### src/rtl/gcd4_pkg.sv
// ----------------------------------------------------------------------------
// GCD package
// Field widths and stream packing constants shared by the GCD block.
// ----------------------------------------------------------------------------
package gcd4_pkg;

    localparam int FIELD_W     = 32;
    localparam int COUNT_W     = 3;
    localparam int MIN_OPERANDS = 2;
    localparam int S_TDATA_W   = 136;
    localparam int M_TDATA_W   = 32;

    // Bit positions of the input fields within s_tdata.
    localparam int COUNT_LSB = 0;
    localparam int A_LSB     = COUNT_LSB + COUNT_W;
    localparam int B_LSB     = A_LSB + FIELD_W;
    localparam int C_LSB     = B_LSB + FIELD_W;
    localparam int D_LSB     = C_LSB + FIELD_W;

endpackage

### src/rtl/gcd4_core.sv
// ----------------------------------------------------------------------------
// GCD iterative core
// Binary GCD of two operands, one shift or subtract step per cycle.
// ----------------------------------------------------------------------------
module gcd4_core import gcd4_pkg::*; #(
    parameter int WIDTH = 32
) (
    input  logic             aclk,
    input  logic             aresetn,
    input  logic             start,
    input  logic [WIDTH-1:0] x,
    input  logic [WIDTH-1:0] y,
    output logic             busy,
    output logic [WIDTH-1:0] result
);

    localparam int K_W = $clog2(WIDTH + 1);

    logic             busy_reg, busy_next;
    logic [WIDTH-1:0] a_reg, a_next, b_reg, b_next;
    logic [K_W-1:0]   k_reg, k_next;

    // When both operands are zero they are already equal, giving zero.
    always_comb begin
        busy_next = busy_reg;
        a_next    = a_reg;
        b_next    = b_reg;
        k_next    = k_reg;
        if (start) begin
            busy_next = 1'b1;
            a_next    = x;
            b_next    = y;
            k_next    = '0;
        end else if (busy_reg) begin
            priority if (a_reg == b_reg) begin
                busy_next = 1'b0;
            end else if (!a_reg[0] && !b_reg[0]) begin
                a_next = a_reg >> 1;
                b_next = b_reg >> 1;
                k_next = k_reg + 1'b1;
            end else if (!a_reg[0]) begin
                a_next = a_reg >> 1;
            end else if (!b_reg[0]) begin
                b_next = b_reg >> 1;
            end else if (a_reg > b_reg) begin
                a_next = (a_reg - b_reg) >> 1;
            end else begin
                b_next = (b_reg - a_reg) >> 1;
            end
        end
    end

    always_ff @(posedge aclk) begin
        if (!aresetn) begin
            busy_reg <= 1'b0;
        end else begin
            busy_reg <= busy_next;
        end
        a_reg <= a_next;
        b_reg <= b_next;
        k_reg <= k_next;
    end

    assign busy   = busy_reg;
    assign result = a_reg << k_reg;

endmodule

### src/rtl/gcd_of_up_to_four.sv
// The time per beat is set by the binary GCD steps of the two lane cores,
// followed by the merging core for three or four operands.
// Throughput: one beat in flight at a time; a new input beat is taken once
// the previous result beat has been taken. Errors and zero operands bypass
// the cores. Reset (aresetn low, synchronous) empties the block.
// ----------------------------------------------------------------------------
// GCD of up to four operands
// Two lanes find gcd(a,b) and gcd(c,d) side by side; for three or four
// operands a merging core then combines both lane results into the divisor.
// ----------------------------------------------------------------------------
module gcd_of_up_to_four import gcd4_pkg::*; #(
    parameter int DATA_WIDTH   = 32,
    parameter int MAX_OPERANDS = 4
) (
    input  logic                 aclk,
    input  logic                 aresetn,
    input  logic                 s_tvalid,
    output logic                 s_tready,
    // operand_count[2:0], value_a[34:3], value_b[66:35], value_c[98:67],
    // value_d[130:99], zero padding above.
    input  logic [S_TDATA_W-1:0] s_tdata,
    output logic                 m_tvalid,
    input  logic                 m_tready,
    // divisor[31:0].
    output logic [M_TDATA_W-1:0] m_tdata,
    // count_error[0].
    output logic                 m_tuser
);

    // Operands are masked to the narrower of the parameter and the field.
    localparam int OPW = (DATA_WIDTH < FIELD_W) ? DATA_WIDTH : FIELD_W;

    typedef enum logic [3:0] {
        ST_IDLE  = 4'b0001,
        ST_LANES = 4'b0010,
        ST_MERGE = 4'b0100,
        ST_OUT   = 4'b1000
    } state_t;

    state_t state_reg, state_next;

    logic [COUNT_W-1:0] count_w;
    logic [FIELD_W-1:0] a_f, b_f, c_f, d_f;
    logic [OPW-1:0]     a_w, b_w, c_w, d_w;

    assign count_w = s_tdata[COUNT_LSB +: COUNT_W];
    assign a_f     = s_tdata[A_LSB +: FIELD_W];
    assign b_f     = s_tdata[B_LSB +: FIELD_W];
    assign c_f     = s_tdata[C_LSB +: FIELD_W];
    assign d_f     = s_tdata[D_LSB +: FIELD_W];
    assign a_w     = a_f[OPW-1:0];
    assign b_w     = b_f[OPW-1:0];
    assign c_w     = c_f[OPW-1:0];
    assign d_w     = d_f[OPW-1:0];

    logic s_accept;
    logic count_bad, any_zero;

    assign s_accept  = s_tvalid && s_tready;
    assign count_bad = (count_w < COUNT_W'(MIN_OPERANDS)) ||
                       (count_w > COUNT_W'(MAX_OPERANDS));
    assign any_zero  = (a_w == '0) || (b_w == '0) ||
                       ((count_w >= COUNT_W'(3)) && (c_w == '0)) ||
                       ((count_w >= COUNT_W'(4)) && (d_w == '0));

    // Lane one sees (c,c) for three operands so that it returns c itself.
    logic [OPW-1:0] lane1_y;
    assign lane1_y = (count_w == COUNT_W'(4)) ? d_w : c_w;

    logic           lanes_start, merge_start;
    logic           lane0_busy, lane1_busy, merge_busy;
    logic [OPW-1:0] lane0_res, lane1_res, merge_res;

    assign lanes_start = s_accept && !count_bad && !any_zero;

    gcd4_core #(.WIDTH(OPW)) u_lane0 (
        .aclk    (aclk),
        .aresetn (aresetn),
        .start   (lanes_start),
        .x       (a_w),
        .y       (b_w),
        .busy    (lane0_busy),
        .result  (lane0_res)
    );

    gcd4_core #(.WIDTH(OPW)) u_lane1 (
        .aclk    (aclk),
        .aresetn (aresetn),
        .start   (lanes_start),
        .x       (c_w),
        .y       (lane1_y),
        .busy    (lane1_busy),
        .result  (lane1_res)
    );

    gcd4_core #(.WIDTH(OPW)) u_merge (
        .aclk    (aclk),
        .aresetn (aresetn),
        .start   (merge_start),
        .x       (lane0_res),
        .y       (lane1_res),
        .busy    (merge_busy),
        .result  (merge_res)
    );

    logic [COUNT_W-1:0] count_reg, count_next;
    logic               m_tvalid_reg, m_tvalid_next;
    logic [FIELD_W-1:0] divisor_reg, divisor_next;
    logic               error_reg, error_next;

    always_comb begin
        state_next    = state_reg;
        count_next    = count_reg;
        m_tvalid_next = m_tvalid_reg;
        divisor_next  = divisor_reg;
        error_next    = error_reg;
        merge_start   = 1'b0;
        unique case (state_reg)
            ST_IDLE: begin
                if (s_accept) begin
                    count_next = count_w;
                    if (count_bad || any_zero) begin
                        // Bad count or a zero operand: the divisor is zero.
                        divisor_next  = '0;
                        error_next    = count_bad;
                        m_tvalid_next = 1'b1;
                        state_next    = ST_OUT;
                    end else begin
                        error_next = 1'b0;
                        state_next = ST_LANES;
                    end
                end
            end
            ST_LANES: begin
                if (!lane0_busy && !lane1_busy) begin
                    if (count_reg == COUNT_W'(MIN_OPERANDS)) begin
                        divisor_next  = FIELD_W'(lane0_res);
                        m_tvalid_next = 1'b1;
                        state_next    = ST_OUT;
                    end else begin
                        merge_start = 1'b1;
                        state_next  = ST_MERGE;
                    end
                end
            end
            ST_MERGE: begin
                if (!merge_busy) begin
                    divisor_next  = FIELD_W'(merge_res);
                    m_tvalid_next = 1'b1;
                    state_next    = ST_OUT;
                end
            end
            ST_OUT: begin
                if (m_tready) begin
                    m_tvalid_next = 1'b0;
                    state_next    = ST_IDLE;
                end
            end
            default: begin
                state_next    = ST_IDLE;
                m_tvalid_next = 1'b0;
            end
        endcase
    end

    always_ff @(posedge aclk) begin
        if (!aresetn) begin
            state_reg    <= ST_IDLE;
            m_tvalid_reg <= 1'b0;
        end else begin
            state_reg    <= state_next;
            m_tvalid_reg <= m_tvalid_next;
        end
        count_reg   <= count_next;
        divisor_reg <= divisor_next;
        error_reg   <= error_next;
    end

    assign s_tready = (state_reg == ST_IDLE);
    assign m_tvalid = m_tvalid_reg;
    assign m_tdata  = divisor_reg;
    assign m_tuser  = error_reg;

endmodule

### config.mk
export PLATFORM = sky130hd
export DESIGN_NAME = gcd_of_up_to_four
export DESIGN_NICKNAME = d
export VERILOG_FILES = /design/src/rtl/gcd4_pkg.sv /design/src/rtl/gcd4_core.sv /design/src/rtl/gcd_of_up_to_four.sv
export SDC_FILE = /design/constraint.sdc
export NUM_CORES = 1
export LEC_CHECK = 0
export ABC_AREA = 1
export BUFFER_PORTS_ARGS = -buffer_cell sky130_fd_sc_hd__buf_2
export CORE_MARGIN = 1.5
export CORE_UTILIZATION = 45
export DETAILED_ROUTE_END_ITERATION = 16
export PLACE_DENSITY_LB_ADDON = 0.25
export SLEW_MARGIN = 20
export SYNTH_ARGS = -nofsm -noshare
export SYNTH_HDL_FRONTEND = slang
export SYNTH_SLANG_ARGS = --single-unit
### constraint.sdc
create_clock -name aclk -period 8.7 [get_ports aclk]
set_input_delay 0.435 -clock aclk [delete_from_list [all_inputs] [get_ports aclk]]
set_output_delay 0.435 -clock aclk [all_outputs]
set_load 0.03 [all_outputs]
-- Word level (Yosys, flattened, before mapping)
Index checks and enable logic that the tools add are counted.
- memory bits (writable): 0
- memories kept: 0
- ROM bits: 0
- latch bits: 0
- logic and storage cells: 201
- bits in registers: 254
- bitwise logic cells: 3
- add/sub/neg operators: 9
- div/mod/pow operators: 0
- multiply operators: 0
- order comparisons: 7
- shifts and indexed selects: 3
- eq/ne operators: 27
- reduce and logical (&&, ||, !) cells: 54
- multiplexer cells: 75
- operators by type and width (cell ; count):
    two-way mux 32 bit ; 48
    subtractor 32 bit ; 6
    logical NOT 32 bit ; 4
    equality test 32 bit ; 3
    > comparator 32 bit ; 3
    case mux 32 bit (3 select lines) ; 1
    << shifter 32 x 6 -> 32 bit ; 3
    != test 4 bit, second input constant ; 9
    AND reduction 4 bit ; 7
    two-way mux 4 bit ; 6
    adder 6 x 1 -> 6 bit, second input constant ; 3
    two-way mux 1 bit ; 18
    AND reduction 3 bit ; 6
    case mux 4 bit (4 select lines) ; 1
    != test 2 bit, second input constant ; 7
    AND reduction 6 bit ; 2
    nonzero test 3 bit ; 4
    logical NOT 1 bit ; 10
    logical AND 1 bit ; 9
    AND reduction 2 bit ; 4
    nonzero test 2 bit ; 3
    logical OR 1 bit ; 5
    equality test 4 x 1 -> 1 bit, second input constant ; 1
    equality test 4 x 2 -> 1 bit, second input constant ; 1
    other kinds (11) ; 14

-- Logic depth before layout (Yosys ltp)
Gate-level depths: netlist of run 1.
- depth in word-level cells: 8
- gate-level depth with buffers: 18

-- Cells and area by module
From an unflattened synthesis of run 1, not the netlist that was laid out.
- cell total of the unflattened synthesis: 5559
- area, all modules: 32377.3 um^2
- by module, submodules not included (module ; cells an instance ; area each (um^2) ; sequential area each (um^2) ; instances):
    gcd4_core (u_lane1 ...) ; 1734 ; 9980.8 ; 2062.0 ; 2
    gcd4_core (u_lane0) ; 1744 ; 9828.2 ; 2062.0 ; 1
    gcd_of_up_to_four ; 347 ; 2587.5 ; 1181.1 ; 1

-- Least setup slack after synthesis of run 1
Ideal clock, no wire load.
- kind: register to register
- start point: register u_merge.a_reg[0]
- end point: register u_merge.a_reg[10] (enable)
- buffers on the path: 0
- data arrival time: 3.405 ns
- cell stages (with the launch flop): 15
- setup slack: 4.857 ns
- data required time: 8.262 ns
- setup time: 0.438 ns
- cells stage by stage: edfxtp_1 inv_1 ha_1 fa_1 inv_1 nand3_1 nand2_1 nand2_1 nand2_1 nand2_1 nand2_1 nand2_1 nand2_2 nand2_2 a31oi_1
- cells in the longest elaborated chain, start to end: 4
- elaborated cells between the ends (all ways): 8
- ends and longest elaborated chain (item ; RTL line ; RTL):
    start: declaration ; gcd4_core.sv:20 ; logic [WIDTH-1:0] a_reg, a_next, b_reg, b_next;
    start signal: assignment ; gcd4_core.sv:59 ; a_reg <= a_next;
    branches (longest 3 deep; another with > comparator 32 bit) ; n/a ;
    AND reduction 4 bit (no source line) * ; n/a ;
Mark *: on every way between the ends.
A chain may end at the register's enable or synchronous reset.

-- Worst setup path after layout of run 1
- start point: input port s_tdata[2]
- end point: register u_lane1.b_reg[14] (enable)
- cells in the longest elaborated chain, start to end: 8
- elaborated cells between the ends (all ways): 18
- ends and longest elaborated chain (item ; RTL line ; RTL):
    start: declaration ; gcd_of_up_to_four.sv:21 ; input logic [S_TDATA_W-1:0] s_tdata,
    >= comparator 3 x 2 -> 1 bit ; gcd_of_up_to_four.sv:63 ; ((count_w >= COUNT_W'(3)) && (c_w == '0)) ||
    logical AND 1 bit ; gcd_of_up_to_four.sv:63 ;
    logical OR 1 bit ; gcd_of_up_to_four.sv:62 ; assign any_zero = (a_w == '0) || (b_w == '0) ||
    logical OR 1 bit ; gcd_of_up_to_four.sv:63 ;
    logical NOT 1 bit ; gcd_of_up_to_four.sv:74 ; assign lanes_start = s_accept && !count_bad && !any_zero;
    logical AND 1 bit * ; gcd_of_up_to_four.sv:74 ;
    != test 4 bit (no source line) (tied with other cells) ; n/a ;
    AND reduction 4 bit (no source line) * ; n/a ;
    end signal: assignment ; gcd4_core.sv:60 ; b_reg <= b_next;
    end: declaration ; gcd4_core.sv:20 ;
Every way passes the cells marked *; elsewhere a longest branch is shown, timed or not.

==> flow_summary_export.csv, run 1 <==
group,metric,value,unit
sta,final_max_slew_viol_count,0,
power,p_switching,3.41,mW
global_routing,antenna_found_initial,1,
final_layout,postLayoutCellArea,0.0340,mm^2
clock_network,cts_sinks,254,
flow_run,maxCapViolCount,0,
synthesis,synth_area_leaders,"edfxtp_1 22%, nand2_1 21%, inv_1 9.1%, nor2_1 9.0%, ha_1 7.8%",
setup_path,crit_path_end_kind,"register",
status,outcome,"complete, no violations",
sta,clock.fmax,212,MHz
sta,fin_setup_tns,0,ns
final_layout,drive_above_1_share,0.0587,
power,p_sw_frac,0.489,
synthesis,async_flop_share,0,
power,p_leak,17.5,nW
drt,drc,0,
sta,fin_crit_sh,0.543,
setup_path,cp.arrival,4.90,ns
setup_path,crit_type,"in2reg",
clock_network,postCtsSetupBuffers,0,
floorplan,die_h,267,um
synthesis,ys.flop_type,"edfxtp_1",
global_routing,grt_first_pass_wirelength,189000,um
synthesis,synth_cells,5375,
drt,drtPass1Iterations,6,
clock_network,root_buffer,"clkbuf_16",
power,combPwrFrac,0.514,
synthesis,yosys.area.top_type,"edfxtp_1",
synthesis,postSynthNetCount,5716,
floorplan,die_w,267,um
clock_network,cts_buffers,35,
sta,setup_viol,0,
placement,port_buffers,169,
drt,wire_per_inst,19.7,um
placement,routabilityCongestion,1.05,
power,power_density,205,mW/mm^2
drt,vias,34500,
sta,min_period,4.73,ns
clock_network,post_cts_resize_count,0,
floorplan,die_area,0.0712,mm^2
final_layout,fill_cells,7464,
synthesis,synth_area,0.0313,mm^2
clock_network,clk_pin_slew_worst_paths,0.06,ns
clock_network,insertion_delay,0.58,ns
floorplan,fp-row-count,96,
power,p_int,3.57,mW
setup_path,worst-endpoint-required,8.87,ns
final_layout,final_core_util,0.495,
drt,wl,125000,um
global_routing,grt_usage,0.346,
drt,antenna_left,0,
clock_network,ctsHoldBuffers,0,
synthesis,synth_seq_cells,254,
power,power_frac_seq,0.252,
setup_path,crit_path_start_kind,"input port",
sta,finClkSkew,0.0281,ns
synthesis,ys_seq_area_frac,0.235,
placement,placed_area,0.0327,mm^2
global_routing,grt-ovfl-total,0,
clock_network,cts_buffer_depth,3,
placement,place_ws,3.42,ns
global_routing,grt_start_max_net_pins,68,
drt,drt-initial-drc-count,4098,
synthesis,avgSynthCellArea,5.83,um^2
power,peakVddDrop,0.147,mV
synthesis,yosys_warnings,0,
floorplan,io_pins,175,
drt,via_per_inst,5.43,
synthesis,synth_edf_count,228,
sta,worst_slew_margin_rel,0.224,
synthesis,synth_top_area_frac,0.219,
power,p_clk_frac,0.234,
final_layout,nets,5736,
floorplan,core_area,0.0687,mm^2
sta,tightest_slew,1.15,ns
worst_hold_path,hold_path_class,"in2reg",
floorplan,start_util,0.456,
sta,worst_slack,3.97,ns
final_layout,synthToLayoutAreaGrowth,8.59,%
sta,hold_viol_final,0,
setup_path,cp_max_fo,63,
global_routing,grt_pass1_vias,31600,
synthesis,synthDistinctLibCells,48,
placement,hpwl,101000,um
clock_network,cts_max_level,2,
clock_network,cts_tree,"built",
sta,rsz0062_at_grt,"no",
## critical path: stages
cell and delay (ns):
buf_2 0.14, inv_1 0.06, nor3_1 0.88, inv_2 0.67, o21ai_0 0.37, o21ai_0 0.15
nor2_1 0.22, nand3_4 0.56, nand2_1 0.36, nand2_1 0.15, nor2_4 0.85
## path summary, 6_finish.rpt
path / startpoint / end / slack [ns] / cells past startpoint
setup / recovery: s_tdata[2] / u_lane1.b_reg[14] / 3.97 / 11
hold reg to reg: u_lane1.k_reg[5] / u_lane1.k_reg[5] / 0.48 / 2
setup reg to reg: u_lane1.a_reg[19] / u_lane1.b_reg[14] / 4.18 / 9
hold / removal: s_tdata[0] / count_reg[0] / 0.09 / 1
## layout by cell type, fill, tap and decap left out, types with 8 or more instances in the layout
master     netlist  layout
xor2_1          73      73
mux2i_1         29      29
buf_2           35     169
a21oi_1        342     342
nand4_1         56      56
o21bai_1        27      27
nand3b_1         8       8
ha_1           195     195
clkbuf_16        0      37
o211ai_1        79      79
o21a_1          12      12
nand3_1        280     279
nor3_1          29      29
or2_2           17      17
nand2_1       1793    1793
o21ai_1         24      24
dfxtp_1         26      23
inv_1          755     753
inv_2           10      12
buf_4            4      29
o21ai_0        335     335
xnor2_1         18      18
nor2_1         749     741
edfxtp_1       228     228
## synthesized netlist by cell type (6+ instances only)
master    count
nand4_1      56
o211ai_1     79
o21a_1       12
dfxtp_1      26
nor3b_1       7
o21bai_1     27
nand2_1    1793
a22oi_1       7
nand3_1     280
inv_1       755
a21oi_1     342
nor3_1       29
ha_1        195
clkbuf_2     22
mux2i_1      29
or2_2        17
o21ai_1      24
inv_2        10
edfxtp_1    228
o21ai_0     335
buf_2        35
nand2_2       6
fa_1          6
xor2_1       73
nor2_1      749
xnor2_1      18
nand3b_1      8
buf_1        12
clkbuf_1    142
## logic make-up after synthesis
group | Yosys count | synth area share
adders and majority gates | 201 | 0.0818
buffers and inverters | 986 | 0.121
AOI/OAI and AO/OA | 851 | 0.148
and+or+nand+nor | 2963 | 0.379
DFF | 254 | 0.235
xor gates and xnor gates | 91 | 0.0255
muxes | 29 | 0.00927
## final cells by class
cell class | count | area [um^2] | area share
flip-flops and latches | 254 | 7370 | 0.217
diodes | 1 | 2.50 | 0.0000736
clock inverters | 17 | 262 | 0.00769
clock buffers | 46 | 993 | 0.0292
multi-input cells | 4135 | 20200 | 0.595
inverters | 770 | 2890 | 0.0850
repair buffers | 199 | 1090 | 0.0321
well taps | 931 | 1160 | 0.0343
## power by group through the flow
stage / Clock [mW] / Combinational, mW / Sequential [mW]
2_1_floorplan: 0 / 2.38 / 1.73
3_3_place_gp: 0 / 3.47 / 1.77
3_5_place_dp: 0 / 3.47 / 1.78
4_1_cts: 1.65 / 3.49 / 1.75
5_1_grt: 1.69 / 3.92 / 1.78
6_report: 1.63 / 3.59 / 1.76
## metrics by stage
stage | power (mW) | hold WS (ns) | instances
after floorplan | 4.11 | 0.445 | 5375
after detailed placement | 5.25 | 0.462 | 6288
after global routing | 7.39 | 0.0693 | 6352
final | 6.98 | 0.0862 | 6353
after CTS | 6.89 | 0.0657 | 6351
after global placement | 5.24 | 0.455 | 6288
## per-layer routing
metal	track usage	wire, um	up-vias
li1	-	-	17100
met1	0.471	54700	15800
met2	0.550	55100	1409
met3	0.0499	9840	237
met4	0.136	5200	0
met5	0	0	-
Note: power is estimated with default switching activity, not from simulation.
==> inputs of run 2 (changes only) <==
Clock period 8.7 ns to 3.8 ns, I/O delays scaled along.
==> flow_summary_export.csv, run 2 (synthesized netlist as in run 1, its figures left out) <==
group,metric,value,unit
power,power_frac_seq,0.243,
drt,drtPass1Iterations,6,
global_routing,grt_first_pass_wirelength,192000,um
clock_network,postCtsSetupBuffers,0,
placement,hpwl,104000,um
setup_path,crit_type,"reg2reg",
power,p_clk_frac,0.221,
power,p_int,8.13,mW
power,power_density,457,mW/mm^2
floorplan,die_area,0.0712,mm^2
sta,rsz0062_at_grt,"no",
drt,wl,129000,um
floorplan,io_pins,175,
sta,clock.fmax,292,MHz
clock_network,clk_pin_slew_worst_paths,0.05,ns
floorplan,die_w,267,um
status,outcome,"complete, no violations",
final_layout,drive_above_1_share,0.0663,
clock_network,cts_max_level,2,
sta,tightest_slew,0.959,ns
floorplan,core_area,0.0687,mm^2
power,p_switching,8.00,mW
flow_run,maxCapViolCount,0,
sta,final_max_slew_viol_count,0,
final_layout,final_common_cell,"nand2_1",
power,combPwrFrac,0.535,
placement,routabilityCongestion,1.04,
floorplan,start_util,0.456,
setup_path,cp.arrival,3.68,ns
global_routing,antenna_found_initial,1,
setup_path,cp_max_fo,16,
setup_path,worst-endpoint-required,4.06,ns
power,p_total,16.1,mW
clock_network,root_buffer,"clkbuf_16",
drt,antenna_left,0,
drt,wire_per_inst,19.9,um
floorplan,die_h,267,um
final_layout,final_core_util,0.513,
power,p_sw_frac,0.496,
drt,via_per_inst,5.43,
drt,vias,35300,
drt,drt-initial-drc-count,3949,
placement,port_buffers,169,
clock_network,cts_buffers,35,
worst_hold_path,hold_path_class,"in2reg",
sta,finClkSkew,0.0259,ns
sta,fin_crit_sh,0.901,
clock_network,cts_tree,"built",
sta,setup_viol,0,
drt,drc,0,
final_layout,nets,5882,
sta,min_period,3.42,ns
final_layout,layout_common_cells,"1,793 x nand2_1, 755 x inv_1, 741 x nor2_1",
global_routing,grt-ovfl-total,0,
global_routing,grt_usage,0.355,
global_routing,grt_pass1_vias,32200,
setup_path,crit_path_end_kind,"register",
setup_path,rr_worst_depth,16,
setup_path,crit_path_start_kind,"register",
floorplan,fp-row-count,96,
global_routing,grt_start_max_net_pins,65,
clock_network,insertion_delay,0.60,ns
sta,worst_slew_margin_rel,0.354,
sta,fin_setup_tns,0,ns
worst_hold_path,hold_depth,3,
final_layout,synthToLayoutAreaGrowth,12.7,%
power,p_leak,18.2,nW
clock_network,cts_sinks,254,
clock_network,cts_buffer_depth,3,
final_layout,diodes,0,
power,peakVddDrop,0.375,mV
sta,hold_viol_final,0,
-- run 2: metal layers --
layer  share of wire  up-vias  track usage
met2            0.44     1612        0.564
met5         0.00012        -            0
met4           0.045        2        0.149
met3           0.086      241       0.0484
li1                -    17400            -
met1            0.43    16000        0.483
-- run 2: repair_timing --
item,in CTS,in global routing
hold buffers,92,0
hold endpoints to repair,93,0
gates resized for setup,0,0
-- run 2: critical path, cell delays in order (launching register included) --
cell and delay [ns]:
edfxtp_1 0.37, inv_1 0.12, ha_1 0.26, fa_1 0.44
o21ai_0 0.19, buf_4 0.15, nand2_1 0.05, nand2_1 0.15
nand2_1 0.08, nand2_1 0.15, nand2_1 0.07, nand2_1 0.11
nand2_1 0.30, nand3_1 0.20, nand2_1 0.07, nor2_2 0.10
buf_4 0.29
-- run 2: area by class of cell --
cell class / instances / area (um^2)
Clock buffer: 40 / 895
Clock inverter: 24 / 293
Fill cell: 7386 / 33400
Inverter: 770 / 2890
Multi-Input combinational cell: 4135 / 20200
Sequential cell: 254 / 7370
Tap cell: 931 / 1160
Timing Repair Buffer: 345 / 2440
-- run 2: worst paths after layout --
check / slack, ns / end / start
worst min register to register: 0.46 / u_lane1.k_reg[5] / u_lane1.k_reg[5]
worst max register to register: 0.38 / u_lane1.a_reg[16] / u_lane1.a_reg[0]
worst max-delay path: 0.38 / u_lane1.a_reg[16] / u_lane1.a_reg[0]
worst min-delay path: 0.03 / u_lane1.a_reg[16] / s_tdata[83]
-- run 2: metrics by stage --
stage,cells,hold WS (ns),setup slack [ns],instance area [um^2]
3_3_place_gp,6341,0.416,0.433,33100
5_1_grt,6499,0.0542,0.0601,35300
6_report,6499,0.0317,0.377,35300
3_5_place_dp,6342,0.426,0.377,33100
4_1_cts,6498,0.0126,0.329,35200
2_1_floorplan,5375,0.274,0.00340,31300
-- run 2: power by group through the flow --
stage          combinational (mW)  sequential, mW  clock [mW]
3_3_place_gp                 8.25            3.96           0
3_5_place_dp                 8.25            3.97           0
2_1_floorplan                5.45            3.96           0
5_1_grt                      9.38            3.96        3.69
6_report                     8.64            3.92        3.57
4_1_cts                      8.37            3.91        3.62
